$ cat src/sv/average_color_luminance_defines.svh
// Assertion macros shared by the average colour and luminance block.
`ifndef AVERAGE_COLOR_LUMINANCE_DEFINES_SVH
`define AVERAGE_COLOR_LUMINANCE_DEFINES_SVH

// Same-cycle implication, checked on aclk outside reset.
`define ACL_ASSERT_IMP(lbl, ante, cons, msg) \
    lbl: assert property (@(posedge aclk) disable iff (!aresetn) (ante) |-> (cons)) \
        else $error(msg);

// Next-cycle implication, checked on aclk outside reset.
`define ACL_ASSERT_NXT(lbl, ante, cons, msg) \
    lbl: assert property (@(posedge aclk) disable iff (!aresetn) (ante) |=> (cons)) \
        else $error(msg);

`endif

$ cat src/sv/acl_pkg.sv
// Types and constants for the average colour and luminance block.
package acl_pkg;

    localparam int CFG_PIX_W  = 25;
    localparam int CFG_FRM_W  = 9;
    localparam int CFG_IDX_W  = 8;
    localparam int CHAN_W     = 8;
    localparam int LUMA_PIX_W = 24;
    localparam int FRM_SUM_W  = 32;
    localparam int FRM_LUMA_W = 48;
    localparam int SET_COL_W  = 16;
    localparam int SET_LUMA_W = 24;
    localparam int OUT_LUMA_W = 16;
    localparam int DIV_W      = 40;
    localparam int IN_DATA_W  = 24;
    localparam int OUT_DATA_W = 40;

    localparam logic [CFG_IDX_W-1:0] CFG_PIXELS_PER_FRAME = 8'd0;
    localparam logic [CFG_IDX_W-1:0] CFG_FRAMES_PER_SET   = 8'd1;

    // Rec.709 weights, unsigned Q0.16
    localparam logic [15:0] WEIGHT_RED   = 16'd13926;
    localparam logic [15:0] WEIGHT_GREEN = 16'd46884;
    localparam logic [15:0] WEIGHT_BLUE  = 16'd4725;

    typedef enum logic [2:0] {
        ST_RUN,
        ST_DRAIN,
        ST_FRM_START,
        ST_FRM_DIV,
        ST_SET_START,
        ST_SET_DIV
    } state_t;

    typedef struct packed {
        logic pix_take;
        logic div_start;
        logic div_set;
        logic frame_commit;
        logic out_load;
    } cmd_t;

    typedef struct packed {
        logic frame_end;
        logic set_end;
        logic div_done;
        logic out_busy;
    } status_t;

endpackage

$ cat src/sv/acl_div.sv
// Restoring divider, one quotient bit per cycle.
module acl_div (
    input  logic                           aclk,
    input  logic                           aresetn,
    input  logic                           start,
    input  logic [acl_pkg::DIV_W-1:0]      dividend,
    input  logic [acl_pkg::CFG_PIX_W-1:0]  divisor,
    output logic [acl_pkg::DIV_W-1:0]      quotient,
    output logic                           done
);

    localparam int DEN_W = acl_pkg::CFG_PIX_W;
    localparam int CNT_W = $clog2(acl_pkg::DIV_W);
    localparam logic [CNT_W-1:0] LAST = CNT_W'(acl_pkg::DIV_W - 1);

    logic [DEN_W-1:0]          rem_reg, rem_next;
    logic [acl_pkg::DIV_W-1:0] quo_reg, quo_next;
    logic [CNT_W-1:0]          cnt_reg, cnt_next;
    logic                      busy_reg, busy_next;
    logic                      done_reg, done_next;
    logic [DEN_W:0]            trial;
    logic [DEN_W:0]            diff;
    logic                      ge;

    assign trial = {rem_reg, quo_reg[acl_pkg::DIV_W-1]};
    assign diff  = trial - {1'b0, divisor};
    assign ge    = trial >= {1'b0, divisor};

    always_comb begin
        rem_next  = rem_reg;
        quo_next  = quo_reg;
        cnt_next  = cnt_reg;
        busy_next = busy_reg;
        done_next = done_reg;
        if (start) begin
            rem_next  = '0;
            quo_next  = dividend;
            cnt_next  = '0;
            busy_next = 1'b1;
            done_next = 1'b0;
        end else if (busy_reg) begin
            // remainder stays below the divisor, so the top bit drops out
            rem_next = ge ? diff[DEN_W-1:0] : trial[DEN_W-1:0];
            quo_next = {quo_reg[acl_pkg::DIV_W-2:0], ge};
            cnt_next = cnt_reg + 1'b1;
            if (cnt_reg == LAST) begin
                busy_next = 1'b0;
                done_next = 1'b1;
            end
        end
    end

    always_ff @(posedge aclk) begin
        if (!aresetn) begin
            cnt_reg  <= '0;
            busy_reg <= 1'b0;
            done_reg <= 1'b0;
        end else begin
            cnt_reg  <= cnt_next;
            busy_reg <= busy_next;
            done_reg <= done_next;
        end
    end

    always_ff @(posedge aclk) begin
        rem_reg <= rem_next;
        quo_reg <= quo_next;
    end

    assign quotient = quo_reg;
    assign done     = done_reg;

endmodule

$ cat src/sv/acl_ctrl.sv
// Sequencer: pixel intake, frame-end and set-end divisions, result hand-off.
`include "average_color_luminance_defines.svh"

module acl_ctrl (
    input  logic              aclk,
    input  logic              aresetn,
    input  logic              s_tvalid,
    output logic              s_tready,
    input  acl_pkg::status_t  status_i,
    output acl_pkg::cmd_t     cmd_o
);

    acl_pkg::state_t state_reg, state_next;

    always_comb begin
        state_next = state_reg;
        unique case (state_reg)
            acl_pkg::ST_RUN: begin
                if (s_tvalid && status_i.frame_end) state_next = acl_pkg::ST_DRAIN;
            end
            acl_pkg::ST_DRAIN:     state_next = acl_pkg::ST_FRM_START;
            acl_pkg::ST_FRM_START: state_next = acl_pkg::ST_FRM_DIV;
            acl_pkg::ST_FRM_DIV: begin
                if (status_i.div_done) begin
                    state_next = status_i.set_end ? acl_pkg::ST_SET_START : acl_pkg::ST_RUN;
                end
            end
            acl_pkg::ST_SET_START: state_next = acl_pkg::ST_SET_DIV;
            acl_pkg::ST_SET_DIV: begin
                if (status_i.div_done && !status_i.out_busy) state_next = acl_pkg::ST_RUN;
            end
            default: state_next = acl_pkg::ST_RUN;
        endcase
    end

    always_comb begin
        cmd_o    = '0;
        s_tready = 1'b0;
        unique case (state_reg)
            acl_pkg::ST_RUN: begin
                s_tready       = 1'b1;
                cmd_o.pix_take = s_tvalid;
            end
            acl_pkg::ST_DRAIN: ;
            acl_pkg::ST_FRM_START: begin
                cmd_o.div_start = 1'b1;
            end
            acl_pkg::ST_FRM_DIV: begin
                cmd_o.frame_commit = status_i.div_done;
            end
            acl_pkg::ST_SET_START: begin
                cmd_o.div_start = 1'b1;
                cmd_o.div_set   = 1'b1;
            end
            acl_pkg::ST_SET_DIV: begin
                cmd_o.out_load = status_i.div_done && !status_i.out_busy;
            end
            default: ;
        endcase
    end

    always_ff @(posedge aclk) begin
        if (!aresetn) begin
            state_reg <= acl_pkg::ST_RUN;
        end else begin
            state_reg <= state_next;
        end
    end

    `ACL_ASSERT_IMP(a_load_free, cmd_o.out_load, !status_i.out_busy, "result loaded over a waiting one")
    `ACL_ASSERT_NXT(a_take_end, cmd_o.pix_take && status_i.frame_end, !s_tready, "intake open after frame end")
    `ACL_ASSERT_NXT(a_frame_back, (state_reg == acl_pkg::ST_FRM_DIV) && status_i.div_done && !status_i.set_end, state_reg == acl_pkg::ST_RUN, "no return to intake after frame")

endmodule

$ cat src/sv/acl_dp.sv
// Datapath: config registers, luminance stage, frame and set sums, dividers, output register.
`include "average_color_luminance_defines.svh"

module acl_dp #(
    parameter int MAX_FRAME_PIXELS = 16777216,
    parameter int MAX_FRAMES       = 256
) (
    input  logic                               aclk,
    input  logic                               aresetn,
    input  logic                               cfg_valid,
    input  logic [acl_pkg::CFG_IDX_W-1:0]      cfg_index,
    input  logic [acl_pkg::CFG_PIX_W-1:0]      cfg_data,
    input  logic [acl_pkg::IN_DATA_W-1:0]      s_tdata,
    output logic                               m_tvalid,
    input  logic                               m_tready,
    output logic [acl_pkg::OUT_DATA_W-1:0]     m_tdata,
    input  acl_pkg::cmd_t                      cmd_i,
    output acl_pkg::status_t                   status_o
);

    localparam int PIX_CNT_W = $clog2(MAX_FRAME_PIXELS + 1);
    localparam int FRM_CNT_W = $clog2(MAX_FRAMES + 1);
    localparam int PW = acl_pkg::CFG_PIX_W;
    localparam int FW = acl_pkg::CFG_FRM_W;
    localparam int CW = acl_pkg::CHAN_W;
    localparam logic [PW-1:0] PIX_MAX = PW'(MAX_FRAME_PIXELS);
    localparam logic [FW-1:0] FRM_MAX = FW'(MAX_FRAMES);

    logic [PW-1:0] cfg_pix_reg;
    logic [FW-1:0] cfg_frm_reg;
    logic [PW-1:0] npix;
    logic [FW-1:0] nfrm;

    logic [PIX_CNT_W-1:0] pix_cnt_reg, pix_cnt_next;
    logic [FRM_CNT_W-1:0] frm_cnt_reg, frm_cnt_next;

    logic                           stg_valid_reg;
    logic [CW-1:0]                  stg_red_reg, stg_green_reg, stg_blue_reg;
    logic [acl_pkg::LUMA_PIX_W-1:0] stg_luma_reg, pix_luma;

    logic [acl_pkg::FRM_SUM_W-1:0]  frm_red_sum_reg, frm_red_sum_next;
    logic [acl_pkg::FRM_SUM_W-1:0]  frm_green_sum_reg, frm_green_sum_next;
    logic [acl_pkg::FRM_SUM_W-1:0]  frm_blue_sum_reg, frm_blue_sum_next;
    logic [acl_pkg::FRM_LUMA_W-1:0] frm_luma_sum_reg, frm_luma_sum_next;

    logic [acl_pkg::SET_COL_W-1:0]  set_red_sum_reg, set_red_sum_next;
    logic [acl_pkg::SET_COL_W-1:0]  set_green_sum_reg, set_green_sum_next;
    logic [acl_pkg::SET_COL_W-1:0]  set_blue_sum_reg, set_blue_sum_next;
    logic [acl_pkg::SET_LUMA_W-1:0] set_luma_sum_reg, set_luma_sum_next;

    logic set_phase_reg;
    logic m_tvalid_reg, m_tvalid_next;
    logic [acl_pkg::OUT_DATA_W-1:0] m_tdata_reg;

    logic [acl_pkg::DIV_W-1:0] dvd_red, dvd_green, dvd_blue, dvd_luma;
    logic [acl_pkg::DIV_W-1:0] quo_red, quo_green, quo_blue, quo_luma;
    logic [PW-1:0]             divisor;
    logic                      done_red, done_green, done_blue, done_luma;
    logic [CW-1:0]             in_red, in_green, in_blue;

    assign in_red   = s_tdata[CW-1:0];
    assign in_green = s_tdata[2*CW-1:CW];
    assign in_blue  = s_tdata[3*CW-1:2*CW];

    // zero acts as one, anything above the maximum as the maximum
    always_comb begin
        priority if (cfg_pix_reg == '0) npix = PW'(1);
        else if (cfg_pix_reg > PIX_MAX) npix = PIX_MAX;
        else npix = cfg_pix_reg;
        priority if (cfg_frm_reg == '0) nfrm = FW'(1);
        else if (cfg_frm_reg > FRM_MAX) nfrm = FRM_MAX;
        else nfrm = cfg_frm_reg;
    end

    always_ff @(posedge aclk) begin
        if (!aresetn) begin
            cfg_pix_reg <= PW'(1);
            cfg_frm_reg <= FW'(1);
        end else if (cfg_valid) begin
            if (cfg_index == acl_pkg::CFG_PIXELS_PER_FRAME) cfg_pix_reg <= cfg_data;
            if (cfg_index == acl_pkg::CFG_FRAMES_PER_SET) cfg_frm_reg <= cfg_data[FW-1:0];
        end
    end

    assign status_o.frame_end = ((PW+1)'(pix_cnt_reg) + (PW+1)'(1)) >= {1'b0, npix};
    assign status_o.set_end   = ((FW+1)'(frm_cnt_reg) + (FW+1)'(1)) >= {1'b0, nfrm};
    assign status_o.div_done  = done_red & done_green & done_blue & done_luma;
    assign status_o.out_busy  = m_tvalid_reg && !m_tready;

    assign pix_luma = acl_pkg::LUMA_PIX_W'(in_red)   * acl_pkg::LUMA_PIX_W'(acl_pkg::WEIGHT_RED)
                    + acl_pkg::LUMA_PIX_W'(in_green) * acl_pkg::LUMA_PIX_W'(acl_pkg::WEIGHT_GREEN)
                    + acl_pkg::LUMA_PIX_W'(in_blue)  * acl_pkg::LUMA_PIX_W'(acl_pkg::WEIGHT_BLUE);

    always_ff @(posedge aclk) begin
        if (!aresetn) begin
            stg_valid_reg <= 1'b0;
        end else begin
            stg_valid_reg <= cmd_i.pix_take;
        end
    end

    always_ff @(posedge aclk) begin
        if (cmd_i.pix_take) begin
            stg_red_reg   <= in_red;
            stg_green_reg <= in_green;
            stg_blue_reg  <= in_blue;
            stg_luma_reg  <= pix_luma;
        end
    end

    always_comb begin
        pix_cnt_next       = pix_cnt_reg;
        frm_cnt_next       = frm_cnt_reg;
        frm_red_sum_next   = frm_red_sum_reg;
        frm_green_sum_next = frm_green_sum_reg;
        frm_blue_sum_next  = frm_blue_sum_reg;
        frm_luma_sum_next  = frm_luma_sum_reg;
        set_red_sum_next   = set_red_sum_reg;
        set_green_sum_next = set_green_sum_reg;
        set_blue_sum_next  = set_blue_sum_reg;
        set_luma_sum_next  = set_luma_sum_reg;
        m_tvalid_next      = m_tvalid_reg && !m_tready;

        if (cmd_i.pix_take) begin
            pix_cnt_next = status_o.frame_end ? '0 : pix_cnt_reg + 1'b1;
        end
        if (stg_valid_reg) begin
            frm_red_sum_next   = frm_red_sum_reg + acl_pkg::FRM_SUM_W'(stg_red_reg);
            frm_green_sum_next = frm_green_sum_reg + acl_pkg::FRM_SUM_W'(stg_green_reg);
            frm_blue_sum_next  = frm_blue_sum_reg + acl_pkg::FRM_SUM_W'(stg_blue_reg);
            frm_luma_sum_next  = frm_luma_sum_reg + acl_pkg::FRM_LUMA_W'(stg_luma_reg);
        end
        if (cmd_i.frame_commit) begin
            frm_red_sum_next   = '0;
            frm_green_sum_next = '0;
            frm_blue_sum_next  = '0;
            frm_luma_sum_next  = '0;
            set_red_sum_next   = set_red_sum_reg + quo_red[acl_pkg::SET_COL_W-1:0];
            set_green_sum_next = set_green_sum_reg + quo_green[acl_pkg::SET_COL_W-1:0];
            set_blue_sum_next  = set_blue_sum_reg + quo_blue[acl_pkg::SET_COL_W-1:0];
            set_luma_sum_next  = set_luma_sum_reg + quo_luma[acl_pkg::SET_LUMA_W-1:0];
            frm_cnt_next       = status_o.set_end ? '0 : frm_cnt_reg + 1'b1;
        end
        if (cmd_i.out_load) begin
            set_red_sum_next   = '0;
            set_green_sum_next = '0;
            set_blue_sum_next  = '0;
            set_luma_sum_next  = '0;
            m_tvalid_next      = 1'b1;
        end
    end

    always_ff @(posedge aclk) begin
        if (!aresetn) begin
            pix_cnt_reg       <= '0;
            frm_cnt_reg       <= '0;
            frm_red_sum_reg   <= '0;
            frm_green_sum_reg <= '0;
            frm_blue_sum_reg  <= '0;
            frm_luma_sum_reg  <= '0;
            set_red_sum_reg   <= '0;
            set_green_sum_reg <= '0;
            set_blue_sum_reg  <= '0;
            set_luma_sum_reg  <= '0;
            set_phase_reg     <= 1'b0;
            m_tvalid_reg      <= 1'b0;
        end else begin
            pix_cnt_reg       <= pix_cnt_next;
            frm_cnt_reg       <= frm_cnt_next;
            frm_red_sum_reg   <= frm_red_sum_next;
            frm_green_sum_reg <= frm_green_sum_next;
            frm_blue_sum_reg  <= frm_blue_sum_next;
            frm_luma_sum_reg  <= frm_luma_sum_next;
            set_red_sum_reg   <= set_red_sum_next;
            set_green_sum_reg <= set_green_sum_next;
            set_blue_sum_reg  <= set_blue_sum_next;
            set_luma_sum_reg  <= set_luma_sum_next;
            if (cmd_i.div_start) set_phase_reg <= cmd_i.div_set;
            m_tvalid_reg      <= m_tvalid_next;
        end
    end

    // frame phase divides by the pixel count; luma drops 8 bits first (the 256 in Q8.16 -> Q8.8)
    always_comb begin
        if (cmd_i.div_start ? cmd_i.div_set : set_phase_reg) begin
            dvd_red   = acl_pkg::DIV_W'(set_red_sum_reg);
            dvd_green = acl_pkg::DIV_W'(set_green_sum_reg);
            dvd_blue  = acl_pkg::DIV_W'(set_blue_sum_reg);
            dvd_luma  = acl_pkg::DIV_W'(set_luma_sum_reg);
            divisor   = PW'(nfrm);
        end else begin
            dvd_red   = acl_pkg::DIV_W'(frm_red_sum_reg);
            dvd_green = acl_pkg::DIV_W'(frm_green_sum_reg);
            dvd_blue  = acl_pkg::DIV_W'(frm_blue_sum_reg);
            dvd_luma  = frm_luma_sum_reg[acl_pkg::FRM_LUMA_W-1:8];
            divisor   = npix;
        end
    end

    acl_div u_div_red (
        .aclk, .aresetn, .start(cmd_i.div_start), .dividend(dvd_red),
        .divisor, .quotient(quo_red), .done(done_red)
    );
    acl_div u_div_green (
        .aclk, .aresetn, .start(cmd_i.div_start), .dividend(dvd_green),
        .divisor, .quotient(quo_green), .done(done_green)
    );
    acl_div u_div_blue (
        .aclk, .aresetn, .start(cmd_i.div_start), .dividend(dvd_blue),
        .divisor, .quotient(quo_blue), .done(done_blue)
    );
    acl_div u_div_luma (
        .aclk, .aresetn, .start(cmd_i.div_start), .dividend(dvd_luma),
        .divisor, .quotient(quo_luma), .done(done_luma)
    );

    always_ff @(posedge aclk) begin
        if (cmd_i.out_load) begin
            m_tdata_reg <= {quo_luma[acl_pkg::OUT_LUMA_W-1:0], quo_blue[CW-1:0],
                            quo_green[CW-1:0], quo_red[CW-1:0]};
        end
    end

    assign m_tvalid = m_tvalid_reg;
    assign m_tdata  = m_tdata_reg;

    `ACL_ASSERT_NXT(a_commit_clear, cmd_i.frame_commit, (pix_cnt_reg == '0) && (frm_red_sum_reg == '0) && (frm_luma_sum_reg == '0), "frame state not cleared after commit")
    `ACL_ASSERT_IMP(a_start_drained, cmd_i.div_start, !stg_valid_reg && !cmd_i.pix_take, "division started with a pixel in flight")

endmodule

$ cat src/sv/average_color_luminance.sv
// Average colour and Rec.709 luminance over a set of frames: top level.
//
// Pixels enter on the s_ channel, one beat per pixel, red/green/blue in s_tdata.
// Registers are written on the cfg_ channel: index 0 pixels per frame, index 1
// frames per set; other indices are ignored. cfg_ready is always high; write
// only while the block is idle.
// Within a frame one pixel is taken per cycle. The last pixel of a frame
// closes intake while four shared 40-step restoring dividers (one quotient bit
// a cycle) divide the frame sums by the pixel count. At the end of a set the
// same dividers run again over the set sums, then the result appears on m_.
// The result sits in an output register; intake resumes while it waits. If
// the receiver still holds the previous result at the next set end, the
// block waits with intake closed until that beat is taken.
// Reset (aresetn low, synchronous) clears all sums and counters, sets both
// registers to one and drops m_tvalid.
module average_color_luminance #(
    parameter int MAX_FRAME_PIXELS = 16777216,
    parameter int MAX_FRAMES       = 256
) (
    input  logic                               aclk,
    input  logic                               aresetn,
    input  logic                               s_tvalid,
    output logic                               s_tready,
    input  logic [acl_pkg::IN_DATA_W-1:0]      s_tdata,   // red[7:0], green[15:8], blue[23:16]
    output logic                               m_tvalid,
    input  logic                               m_tready,
    output logic [acl_pkg::OUT_DATA_W-1:0]     m_tdata,   // avg_red[7:0], avg_green[15:8],
                                                          // avg_blue[23:16], avg_luminance[39:24]
    input  logic                               cfg_valid,
    output logic                               cfg_ready,
    input  logic [acl_pkg::CFG_IDX_W-1:0]      cfg_index,
    input  logic [acl_pkg::CFG_PIX_W-1:0]      cfg_data
);

    acl_pkg::cmd_t    cmd;
    acl_pkg::status_t status;

    assign cfg_ready = 1'b1;

    acl_ctrl u_ctrl (
        .aclk,
        .aresetn,
        .s_tvalid,
        .s_tready,
        .status_i(status),
        .cmd_o(cmd)
    );

    acl_dp #(
        .MAX_FRAME_PIXELS(MAX_FRAME_PIXELS),
        .MAX_FRAMES(MAX_FRAMES)
    ) u_dp (
        .aclk,
        .aresetn,
        .cfg_valid,
        .cfg_index,
        .cfg_data,
        .s_tdata,
        .m_tvalid,
        .m_tready,
        .m_tdata,
        .cmd_i(cmd),
        .status_o(status)
    );

endmodule
$ cat config.mk
export PLATFORM = sky130hd
export DESIGN_NAME = average_color_luminance
export DESIGN_NICKNAME = d
export VERILOG_FILES = /design/src/sv/acl_pkg.sv /design/src/sv/acl_div.sv /design/src/sv/acl_ctrl.sv /design/src/sv/acl_dp.sv /design/src/sv/average_color_luminance.sv
export VERILOG_INCLUDE_DIRS = /design/src /design/src/sv
export SDC_FILE = /design/constraint.sdc
export NUM_CORES = 2
export LEC_CHECK = 0
export BUFFER_PORTS_ARGS = -buffer_cell sky130_fd_sc_hd__buf_2
export CAP_MARGIN = 40
export CORE_ASPECT_RATIO = 0.6
export CORE_MARGIN = 1
export CORE_UTILIZATION = 30
export CTS_BUF_LIST = sky130_fd_sc_hd__clkbuf_8
export DETAILED_ROUTE_END_ITERATION = 12
export GPL_ROUTABILITY_DRIVEN = 1
export PLACE_DENSITY_LB_ADDON = 0.05
export RECOVER_POWER = 25
export SYNTH_ARGS = -nofsm -noshare
export SYNTH_HDL_FRONTEND = slang
export SYNTH_SLANG_ARGS = --single-unit
$ cat constraint.sdc
create_clock -name aclk -period 19.2 [get_ports aclk]
set_clock_uncertainty 0.15 [all_clocks]
set_input_delay 4.8 -clock aclk [delete_from_list [all_inputs] [get_ports aclk]]
set_output_delay 4.8 -clock aclk [all_outputs]
set_load 0.05 [all_outputs]
# Word-level counts from Yosys, hierarchy flattened
# Cells that the tools add are included.
# word_totals
reg_bits	670
latchBits	0
mem_bits_rw	0
romBits	0
in_bits	62
out_inout_bits	43
mem_count	0
# op_classes
addsub	22
multipliers	3
div	0
order_cmp	8
n_eq_ne	13
shift	0
n_mux	48
n_bitwise	4
reduce_logical	24
# ops
op	count
$mux 40	9
$mux 25	8
$ge 26x25->1	5
$sub 25x25->25	4
$add 32x8->32	3
$mux 32	3
$add 16x16->16	3
$add 48x24->48	1
$mul 8x13->21 const B	2
$mux 9	3
$add 25x1->26 const B	1
$add 25x1->25 const B	1
$gt 25x25->1 const B	1
$logic_not 25->1	1
$add 22x24->24	1
$add 24x21->24	1
$add 24x24->24	1
$add 6x1->6 const B	4
$eq 6x6->1 const B	4
$mul 8x14->22 const B	1
$mux 1	20
$pmux 3 s6	1
$mux 3	4
$reduce_and 2->1	6
other kinds (19)	34

# Depth between registers and ports, before layout
# depth
depth_word	8
depth_mapped	29

# Cells and area by module
# Synthesis repeated with hierarchy kept, for this count alone.
# unflattened
cells_unflattened	5240
hier_area_um2	47324.1
# by_module_without_submodules
mod	instances	cells_per_inst	area_per_inst_um2
acl_dp	1	3233	28170.8
acl_div at u_dp.u_div_green ...	2	511	4848.4
acl_div at u_dp.u_div_blue ...	2	476	4593.2
acl_ctrl	1	31	259.0
average_color_luminance	1	2	11.3

# Worst setup path before layout
# Ideal clock, no wire load.
# synth_path
kind	in2reg
from	input s_tdata[10] (netlist bit)
to	register u_dp.stg_luma_reg[22] (netlist bit), data pin
setup_ns	0.258
arrival_time_ns	10.837
required_time_ns	18.792
setup_slack_ns	7.955
stages	27
path_buffers	0
path_cell_list	ha_1 -> ha_1 -> fa_1 -> inv_1 -> fa_1 -> inv_1 -> ha_1 -> o21a_1 -> o21a_1 -> nor2_1 -> xnor2_1 -> ha_1 -> ha_1 -> inv_1 -> fa_1 -> fa_1 -> fa_1 -> inv_1 -> ha_1 -> or2_2 -> a21oi_1 -> nor2_1 -> a21oi_1 -> o31ai_1 -> o21a_1 -> nor2_1 -> xnor2_1
# synth_between
elab_chain_len	3
# synth_lines
element	line_no	source
start, declared	average_color_luminance.sv:24	input logic [acl_pkg::IN_DATA_W-1:0] s_tdata,
$mul 8x14->22	acl_dp.sv:91	+ acl_pkg::LUMA_PIX_W'(in_green) * acl_pkg::LUMA_PIX_W'(acl_pkg::WEIGHT_GREEN)
$add 22x24->24	acl_dp.sv:91	
$add 24x21->24	acl_dp.sv:92	+ acl_pkg::LUMA_PIX_W'(in_blue) * acl_pkg::LUMA_PIX_W'(acl_pkg::WEIGHT_BLUE);
named net u_dp.pix_luma, one bit	acl_dp.sv:39	logic [acl_pkg::LUMA_PIX_W-1:0] stg_luma_reg, pix_luma;
end signal, assigned	acl_dp.sv:107	stg_luma_reg <= pix_luma;
end, declared	acl_dp.sv:39	
# The timed path passes the listed nets, and every way through them passes these cells.
# A chain may end at the register's enable or synchronous reset.

# Final worst setup path
# layout_path
from	register u_ctrl.state_reg[1]
to	output s_tready
# layout_between
elab_chain_len	2
# layout_lines
element	line_no	source
start, declared	acl_ctrl.sv:13	acl_pkg::state_t state_reg, state_next;
start signal, assigned	acl_ctrl.sv:64	state_reg <= acl_pkg::ST_RUN;
start signal, assigned	acl_ctrl.sv:66	state_reg <= state_next;
$logic_not 3->1	acl_ctrl.sv:39	unique case (state_reg)
$mux 1	acl_ctrl.sv:39	
end, declared	average_color_luminance.sv:23	output logic s_tready,
# Every way passes these cells.

==> flow_metrics.env <==
export IMPL_clk_pin_slew_ns=0.06
export IMPL_hold_buffers=0
export IMPL_hpwl_um=112000
export IMPL_worst_pin_slew_ns=3.16
export IMPL_vias=37900
export IMPL_die_area_um2=154000
export IMPL_fmax_ghz=0.0780
export IMPL_setup_viol=0
export IMPL_ctsResizeCount=0
export IMPL_ys_flop_type="dfxtp_1"
export IMPL_cp_cell_sequence="clkbuf_1 -> clkbuf_1 -> inv_1 -> nand2_1 -> nor2_1 -> buf_2"
export IMPL_async_flop_share=0
export IMPL_drive_gt1_frac=0.0756
export IMPL_yosys_warnings=0
export IMPL_setup_slack_ns=6.38
export IMPL_insertion_delay_ns=0.87
export IMPL_grt_overflow_total=0
export IMPL_nNetsFinal=5862
export IMPL_layout_common_cells="nand2_1, a21oi_1, nor2_1"
export IMPL_postRouteAntennaNets=0
export IMPL_r2r_start="u_ctrl.state_reg[1]$_SDFFE_PN0P_"
export IMPL_drt_iter0_drc=2765
export IMPL_hp_class="flip-flop to flip-flop"
export IMPL_hold_depth=2
export IMPL_outcome="finished, violations left"
export IMPL_port_buffers=103
export IMPL_reg2reg_to="u_dp.u_div_green.rem_reg[0]$_SDFFE_PN0P_"
export IMPL_critPathLaunchType="flip-flop"
export IMPL_synth_area_leaders="dfxtp_1, edfxtp_1, ha_1"
export IMPL_min_period_over_period=0.668
export IMPL_synth_nets=5822
export IMPL_drcViolationCount=0
export IMPL_slew_headroom=-1.11
export IMPL_synth_seq_cells=669
export IMPL_synth_area_um2=45800
export IMPL_start_util=0.304
export IMPL_clockRootBuffer="clkbuf_8"
export IMPL_cts_tree="done"
export IMPL_clock_path_buffers=3
export IMPL_critPathMaxStageDelay_ns=2.01
export IMPL_min_to="u_dp.u_div_luma.rem_reg[24]$_SDFFE_PN0P_"
export IMPL_path_class="flip-flop to output pin"
export IMPL_cts_buffers=119
export IMPL_violations="max-capacitance violations, max-slew violations"
export IMPL_synth_top_area_frac=0.184
export IMPL_preCtsSetupSlack_ns=7.32
export IMPL_power_density_nw_per_um2=168
export IMPL_power_total_mw=8.59
export IMPL_ir_drop_mv=0.297
export IMPL_utilization=0.338
export IMPL_viasPerCell=5.13
export IMPL_cp_max_fo=45
export IMPL_place_congestion=0.823
export IMPL_die_h_um=305
export IMPL_worst_ep_arrival_time_ns=7.87
export IMPL_largest_reg_flops=48
export IMPL_fin_crit_ns=12.82
export IMPL_final_common_cell="nand2_1"
export IMPL_ys_seq_area_frac=0.346
export IMPL_synth_edf_count=247
export IMPL_setup_tns_ns=0
export IMPL_synthCells=5225
export IMPL_r2r_slack_ns=8.60
export IMPL_routedWlPerCell_um=20.8
export IMPL_grt_pass1_vias=35900
export IMPL_leakage_nw=20.7
export IMPL_cts_max_level=3
export IMPL_routed_wl_um=154000
export IMPL_path_common_cell="clkbuf_1"
export IMPL_rsz0062_at_grt="false"
export IMPL_antenna_found_initial=15
export IMPL_area_delta_synth_final_pct=11.3
export IMPL_die_w_um=507
export IMPL_cts_setup_buffers=0
export IMPL_avgSynthCellArea_um2=8.77
export IMPL_drtPass1Iterations=6
export IMPL_grt_pass1_wl_um=233000
export IMPL_netlist_top_cell_by_area="dfxtp_1"
export IMPL_hold_ws_ns=0.318
export IMPL_worst_path_max_delay_cell="clkbuf_1"
export IMPL_grt_max_degree=71
export IMPL_core_area_um2=151000
export IMPL_maxCapViolCount=13
export IMPL_finalHoldViolCount=0
export IMPL_slew_viol_final=488
export IMPL_cts_sinks=669
export IMPL_io_pins=105
export IMPL_synth_cell_types=95
export IMPL_row_count=110
export IMPL_grtUsageTotal=0.197
export IMPL_required_ns=14.25
export IMPL_cp_end_kind="output pin"
export IMPL_hp_start="u_dp.u_div_luma.rem_reg[24]$_SDFFE_PN0P_"
export IMPL_ff2ff_path_depth=20
## power breakdown
part	internal [mW]	total [mW]	switching (mW)	leakage [nW]
Clock	0.693	1.38	0.689	1.40
Combinational	2.16	5.14	2.97	13.5
Sequential	1.88	2.07	0.197	5.76
## worst max-delay path, delay by kind of cell, from the launching register on
kind / cells / cell delay [ns]
DFF: 1 / 0.31
and+or+nand+nor: 2 / 1.67
buffers and inverters: 4 / 4.99
## through the flow
step,instance area (µm²),cells
final,51000,7389
after floorplan,45800,5225
after global placement,48500,7151
after CTS,51100,7383
after global routing,51000,7387
after detailed placement,48700,7160
## cell families (layout without fill, tap and decap cells)
| group | count (synthesis) | count (layout) | synth area share |
|---|---|---|---|
| simple gates | 1551 | 1551 | 0.157 |
| buf+inv | 619 | 761 | 0.0515 |
| xor+xnor | 321 | 321 | 0.0613 |
| compound gates | 1405 | 1405 | 0.192 |
| mux | 124 | 124 | 0.0273 |
| other cells | 1 | 7 | 0.0000818 |
| fa+ha+maj | 535 | 535 | 0.165 |
| flops | 669 | 669 | 0.346 |
## per-layer routing
metal | share of wire | GRT usage
met1 | 0.59 | 0.343
met2 | 0.33 | 0.229
met3 | 0.064 | 0.0440
met4 | 0.014 | 0.0330
met5 | 0.00083 | 0.00432
## cell usage after synthesis, types with 19 or more instances
master	number
nor2b_1	37
o22a_1	65
and3_1	61
o211ai_1	21
nand3_1	146
nor4_1	36
dfxtp_1	422
edfxtp_1	247
nand2_1	513
nor3_1	82
a21oi_1	487
a31oi_1	60
fa_1	115
and2_1	43
inv_1	364
nand2b_1	30
clkbuf_1	200
ha_1	420
xnor2_1	229
o21a_1	44
or3_1	32
o21bai_1	19
nor2_1	434
a21o_1	107
buf_1	37
o21ai_0	223
o31ai_1	19
nand4_1	60
a211oi_1	59
xor2_1	92
o22ai_1	145
mux2i_1	119
## worst max path at each step
stage	start	to	slack, ns	cells after the start
6_report	u_ctrl.state_reg[1]$_SDFFE_PN0P_	s_tready	6.38	6
5_1_grt	u_ctrl.state_reg[1]$_SDFFE_PN0P_	s_tready	5.89	6
4_1_cts	s_tdata[11]	u_dp.stg_luma_reg[23]$_DFFE_PP_	8.25	28
3_5_place_dp	s_tdata[11]	u_dp.stg_luma_reg[22]$_DFFE_PP_	7.32	28
3_3_place_gp	s_tdata[11]	u_dp.stg_luma_reg[22]$_DFFE_PP_	7.26	28
2_1_floorplan	s_tdata[10]	u_dp.stg_luma_reg[22]$_DFFE_PP_	7.96	27
## final cells by class
class / instances / area (µm²)
multi-input cells: 3937 / 27700
clock buffers: 144 / 1980
flip-flops and latches: 669 / 15900
diodes: 6 / 15.0
fillers: 15800 / 99800
well taps: 2016 / 2520
inverters: 367 / 1380
clock inverters: 79 / 390
repair buffers: 171 / 1140
Power figures use the tool's default switching activity.
